**src/hdl/gpg_pkg.sv**
```systemverilog
package gpg_pkg;

	localparam int UNIFORM_BITS = 16;
	localparam int FRAC_U = UNIFORM_BITS - 1;
	localparam int R_W = 2 * UNIFORM_BITS;
	localparam int NRM_W = 2 * FRAC_U + 1;
	localparam int LOG_FRAC = 24;
	localparam int LCNT_W = $clog2(LOG_FRAC + 1);
	localparam int ZW = $clog2(2 * FRAC_U + 1);
	localparam int LW = ZW + LOG_FRAC;
	localparam int LN_W = 25;
	localparam logic [LN_W-1:0] LN2X2_Q24 = LN_W'(23258160);
	localparam int RAD_W = 2 * FRAC_U + 18;
	localparam int ROOT_W = RAD_W / 2;
	localparam int REM_W = ROOT_W + 3;
	localparam int CNT_W = $clog2(RAD_W + 1);
	localparam int NORM_W = 24;
	localparam int MEAN_W = 32;
	localparam int SPREAD_W = 31;
	localparam int SCL_W = NORM_W + SPREAD_W - 19;

	typedef enum logic {
		ISU_SQRT,
		ISU_DIV
	} isu_op_t;

	typedef struct packed {
		logic    start;
		isu_op_t op;
	} isu_req_t;

	// Clamp a quotient magnitude to the signed normal range and apply the sign.
	function automatic logic [NORM_W-1:0] sat_norm(logic [RAD_W-1:0] n, logic neg);
		logic [RAD_W-1:0] lim;
		lim = RAD_W'(1) << (NORM_W - 1);
		if (neg) begin
			sat_norm = (n >= lim) ? {1'b1, {(NORM_W-1){1'b0}}} : NORM_W'(~n + 1'b1);
		end else begin
			sat_norm = (n >= lim) ? {1'b0, {(NORM_W-1){1'b1}}} : n[NORM_W-1:0];
		end
	endfunction

endpackage

```
**src/hdl/gpg_root_div_unit.sv**
```systemverilog
module gpg_root_div_unit (
	input  logic                        clk,
	input  logic                        arst_n,
	input  gpg_pkg::isu_req_t           req,
	input  logic [gpg_pkg::RAD_W-1:0]   operand,
	input  logic [gpg_pkg::ROOT_W-1:0]  divisor,
	output logic                        done,
	output logic [gpg_pkg::RAD_W-1:0]   result
);
	import gpg_pkg::*;

	logic              busy_q;
	logic              done_q;
	isu_op_t           op_q;
	logic [CNT_W-1:0]  cnt_q;
	logic [RAD_W-1:0]  src_q;
	logic [REM_W-1:0]  rem_q;
	logic [RAD_W-1:0]  res_q;
	logic [ROOT_W-1:0] div_q;
	logic [REM_W-1:0]  rem_n;
	logic [REM_W-1:0]  trial;
	logic              take;

	// one result bit per cycle: restoring square root or restoring divide
	always_comb begin
		if (op_q == ISU_SQRT) begin
			rem_n = {rem_q[REM_W-3:0], src_q[RAD_W-1 -: 2]};
			trial = {{(REM_W-ROOT_W-2){1'b0}}, res_q[ROOT_W-1:0], 2'b01};
		end else begin
			rem_n = {rem_q[REM_W-2:0], src_q[RAD_W-1]};
			trial = {{(REM_W-ROOT_W){1'b0}}, div_q};
		end
		take = (rem_n >= trial);
	end

	always_ff @(posedge clk or negedge arst_n) begin
		if (!arst_n) begin
			busy_q <= 1'b0;
			done_q <= 1'b0;
			op_q   <= ISU_SQRT;
			cnt_q  <= '0;
		end else begin
			done_q <= busy_q && (cnt_q == CNT_W'(1));
			if (req.start) begin
				busy_q <= 1'b1;
				op_q   <= req.op;
				cnt_q  <= (req.op == ISU_SQRT) ? CNT_W'(ROOT_W) : CNT_W'(RAD_W);
			end else if (busy_q) begin
				cnt_q <= cnt_q - 1'b1;
				if (cnt_q == CNT_W'(1)) begin
					busy_q <= 1'b0;
				end
			end
		end
	end

	always_ff @(posedge clk) begin
		if (req.start) begin
			src_q <= operand;
			rem_q <= '0;
			res_q <= '0;
			div_q <= divisor;
		end else if (busy_q) begin
			rem_q <= take ? (rem_n - trial) : rem_n;
			res_q <= {res_q[RAD_W-2:0], take};
			src_q <= (op_q == ISU_SQRT) ? (src_q << 2) : (src_q << 1);
		end
	end

	assign done   = done_q;
	assign result = res_q;
endmodule

```
**config.mk**
```make
export PLATFORM = sky130hd
export DESIGN_NAME = gpg_root_div_unit
export DESIGN_NICKNAME = d
export VERILOG_FILES = /design/src/hdl/gpg_pkg.sv /design/src/hdl/gpg_root_div_unit.sv
export SDC_FILE = /design/constraint.sdc
export NUM_CORES = 1
export LEC_CHECK = 0
export BUFFER_PORTS_ARGS = -buffer_cell sky130_fd_sc_hd__buf_2
export CAP_MARGIN = 20
export CORE_UTILIZATION = 40
export CTS_CLUSTER_DIAMETER = 80
export DETAILED_ROUTE_END_ITERATION = 10
export GPL_ROUTABILITY_DRIVEN = 0
export MAX_ROUTING_LAYER = met4
export PLACE_DENSITY_LB_ADDON = 0.05
export SYNTH_ARGS = -nofsm -noshare
export SYNTH_HDL_FRONTEND = slang
export SYNTH_SLANG_ARGS = --single-unit
```
**constraint.sdc**
```tcl
create_clock -name clk -period 3.8 [get_ports clk]
set_input_delay 0 -clock clk [delete_from_list [all_inputs] [get_ports clk]]
set_output_delay 0 -clock clk [all_outputs]
set_load 0.03 [all_outputs]
```
==> summary.txt <==
Outcome
  • Status: completed

Synth
  • Syn Inst Count: 794
  • Mapped Area: 8340 µm²
  • Post-Synth Adder-Cell Area: 4.44%
  • Compound-cell area share of the yosys netlist: 11.9%
  • Cell taking the most area after synthesis: edfxtp_1
  • Syn avg cell area: 10.5 µm²
  • Register bit total from synthesis: 155
  • Netlist cell types: 59
  • Top cell type's share of synthesized area: 25.9%
  • Post-synthesis sequential area ratio: 46.4%
  • Mux cell area share after synthesis: 19.7%
  • Post-Synth XOR/XNOR Area: 3.05%
  • Syn Nets: 899
  • Dominant synthesized flop cell: dfxtp_1
  • EDFF count, synth: 72
  • Asr flop ratio synth: 5.81%
  • Main combinational cell family by area after synthesis: multiplexers
  • Synth top area cells: edfxtp_1 26%, dfxtp_1 18%, mux2i_1 16%
  • Synth warnings: 0
  • Synth Area in Simple Gates: 10.3%

Clock tree
  • CTS Root Cell: clkbuf_16
  • CTS Sinks: 155
  • CTS buffer count: 17
  • CTS clock-pin slew for the worst setup and hold paths: 0.07 ns
  • Skew-Pair Late Insertion Delay: 0.43 ns
  • H-Tree Level Count: 4
  • Post-CTS sizing: 0
  • CTS tree: done
  • Worst-case clock buffer depth: 2

Power and ir drop
  • Pint: 0.00420 W
  • Pleak: 4.81 nW
  • Comb power frac: 40.6%
  • Switching part of the total: 35.6%
  • Power Dens Cells: 621 nW/µm²
  • Switching power: 0.00232 W
  • Highest ir drop seen on vdd: 0.297 mV
  • Clk pwr share: 26.8%
  • Flop pwr share: 32.7%

Setup path
  • WP data arrival: 3.79 ns
  • Setup crit end kind: register
  • CP startpoint kind: register
  • Crit path cell chain: buf_6, mux2_2, ha_1, nand2_1, nor2_2, a211oi_2, o211ai_1, a2111o_1, a21oi_2, buf_4, nand2b_1, o21ai_0
  • Slowest stage cell on the critical path: dfrtp_4
  • Critical path class: reg -> reg
  • Worst-path maximum fanout: 14
  • CP peak stage delay: 0.57 ns
  • WP data required: 4.10 ns

Die
  • FP Rows: 52
  • Core box area: 20400 µm²
  • Initial Util: 40.9%
  • Area of the die: 21400 µm²
  • # IOs: 125
  • Die H: 146 µm
  • Die W: 146 µm

Global routing
  • Vias in the first global route: 6447
  • Initial antenna violation count: 0
  • Total track usage: 19.3%
  • Gr ovfl total: 0
  • First-pass GRT wire length: 32.1 mm
  • Largest net degree at the start of global routing: 93

Timing
  • Hold WS: 0.285 ns
  • Final Hold Viols: 0
  • Count of pins over their slew limit: 0
  • Fin Setup TNS: 0 ns
  • Final setup fails: 0
  • Period utilization: 91.8%
  • F_max: 0.287 GHz
  • Slew @ Worst Pin: 0.838 ns
  • Final setup skew: 0.0116 ns
  • Crit path time final: 3.49 ns
  • Slew headroom: 43.9%
  • RSZ-0062 raised after global routing: no

Route
  • 1st-pass router iterations: 4
  • Vias per cell: 5.10
  • DR WL/cell: 15.5 µm
  • Post-Route WL: 19.5 mm
  • # DRC: 0
  • DR iter-0 viols: 281
  • Vias post-DR: 6420
  • Post-route ant nets: 0

Final layout
  • Antenna diodes: 0
  • Share of cells above drive strength 1: 20.4%
  • # nets final: 1080
  • Layout overhead on the synthesized area: 25.9%

Min path
  • Worst Hold Class: in -> reg

Flow run
  • Max-cap viol count: 0

Placement
  • DP HPWL: 13.5 mm
  • # port buffers: 124
-- final timing paths --
path	start	end	slack [ns]	cells past startpoint
worst max-delay path	op_q	rem_q[20]	0.31	12
worst max register to register	op_q	rem_q[20]	0.31	12
min in group asynchronous	arst_n	done	0.57	3
max in group asynchronous	arst_n	op_q	2.91	3
worst min-delay path	divisor[17]	div_q[17]	0.29	2
worst min register to register	rem_q[25]	rem_q[25]	0.47	2
-- area by class of cell --
cell class | count | area (µm²)
inverters | 11 | 41.3
clock buffers | 17 | 425
well taps | 270 | 338
clock inverters | 15 | 180
flip-flops and latches | 155 | 3880
repair buffers | 214 | 1510
multi-input cells | 576 | 4130
fillers | 1860 | 9870
-- placed cells by master (no fill, tap or decap), types with 3 or more instances in the layout --
cell type and n:
dlygate4sd3_1 77, ha_1 28, dfxtp_1 74, clkbuf_16 17
mux2_2 25, nand3_1 10, xnor2_1 14, or3_1 3
a32oi_1 8, and2_1 8, clkinv_1 3, mux2i_1 136
xor2_1 15, dfrtp_1 7, o21a_1 6, buf_4 11
buf_2 123, a21oi_1 22, nand2b_1 5, a21boi_0 3
inv_6 4, nand4_1 6, o21ai_0 70, a31oi_1 5
inv_8 4, a21o_1 5, inv_1 10, nor3_1 4
edfxtp_1 72, nand2_1 75, a211oi_1 20, nor2_1 76
-- cells by family after synthesis --
| logic type | count (synthesis) |
|---|---|
| AOI/OAI and AO/OA | 158 |
| xor gates and xnor gates | 29 |
| adders and majority gates | 29 |
| buffers and inverters | 63 |
| DFF | 155 |
| muxes | 161 |
| and+or+nand+nor | 199 |
-- stage by stage --
stage	utilization (%)	cell area [µm²]	setup slack (ns)	std cells	total power, W
after CTS	51.5	10500	0.225	1257	0.00657
after global routing	51.5	10500	0.140	1258	0.00696
after detailed placement	44.7	9110	0.242	1148	0.00472
after global placement	44.7	9110	0.279	1148	0.00471
after floorplan	-	8340	0.222	794	0.00423
final	51.5	10500	0.311	1258	0.00652
-- synth_stat cells, types with 6 or more instances --
library cell  count
nand4_1           6
nand2_1          75
xor2_1           15
xnor2_1          14
mux2_2           25
dfxtp_1          74
and2_1            8
nand3_1          10
edfxtp_1         72
dfrtp_1           9
clkbuf_1         37
o21a_1            6
nor2_1           76
a21oi_1          22
a211oi_1         20
a32oi_1           8
mux2i_1         136
o21ai_0          70
inv_1            11
ha_1             28
-- what timing repair did --
action                                  4_1_cts  5_1_grt
buffers inserted                              0        1
endpoints found under the setup margin        0        1
hold buffers                                 77        0
endpoints found under the hold margin       118        0
-- state kept, by name, indices dropped and copies added (netlist names) --
register	count
done	1
div_q	24
busy_q	1
src_q	48
cnt_q	6
result	48
op_q	1
rem_q	26
-- power groups by stage --
stage / logic [W] / registers [W] / clock network (W)
2_1_floorplan: 0.00211 / 0.00212 / 0
3_3_place_gp: 0.00255 / 0.00216 / 0
3_5_place_dp: 0.00255 / 0.00217 / 0
4_1_cts: 0.00263 / 0.00213 / 0.00180
5_1_grt: 0.00293 / 0.00216 / 0.00187
6_report: 0.00264 / 0.00213 / 0.00175
-- worst max-delay path: cells and delay by family, from the launching register on --
kind | cells | cell delay, ns
AOI/OAI and AO/OA | 5 | 1.07
DFF | 1 | 0.57
buffers and inverters | 2 | 0.49
and+or+nand+nor | 3 | 0.46
adders and majority gates | 1 | 0.40
muxes | 1 | 0.37
-- metal layers --
layer	GRT usage, %	vias up	share of wire (%)	routed length, µm
met4	5.83	0	0.95	186
li1	-	3241	-	-
met1	24.0	3037	46	9040
met3	4.22	12	3.8	735
met5	-	-	0	0
met2	31.4	130	49	9560
(Power assumes the default switching activity.)
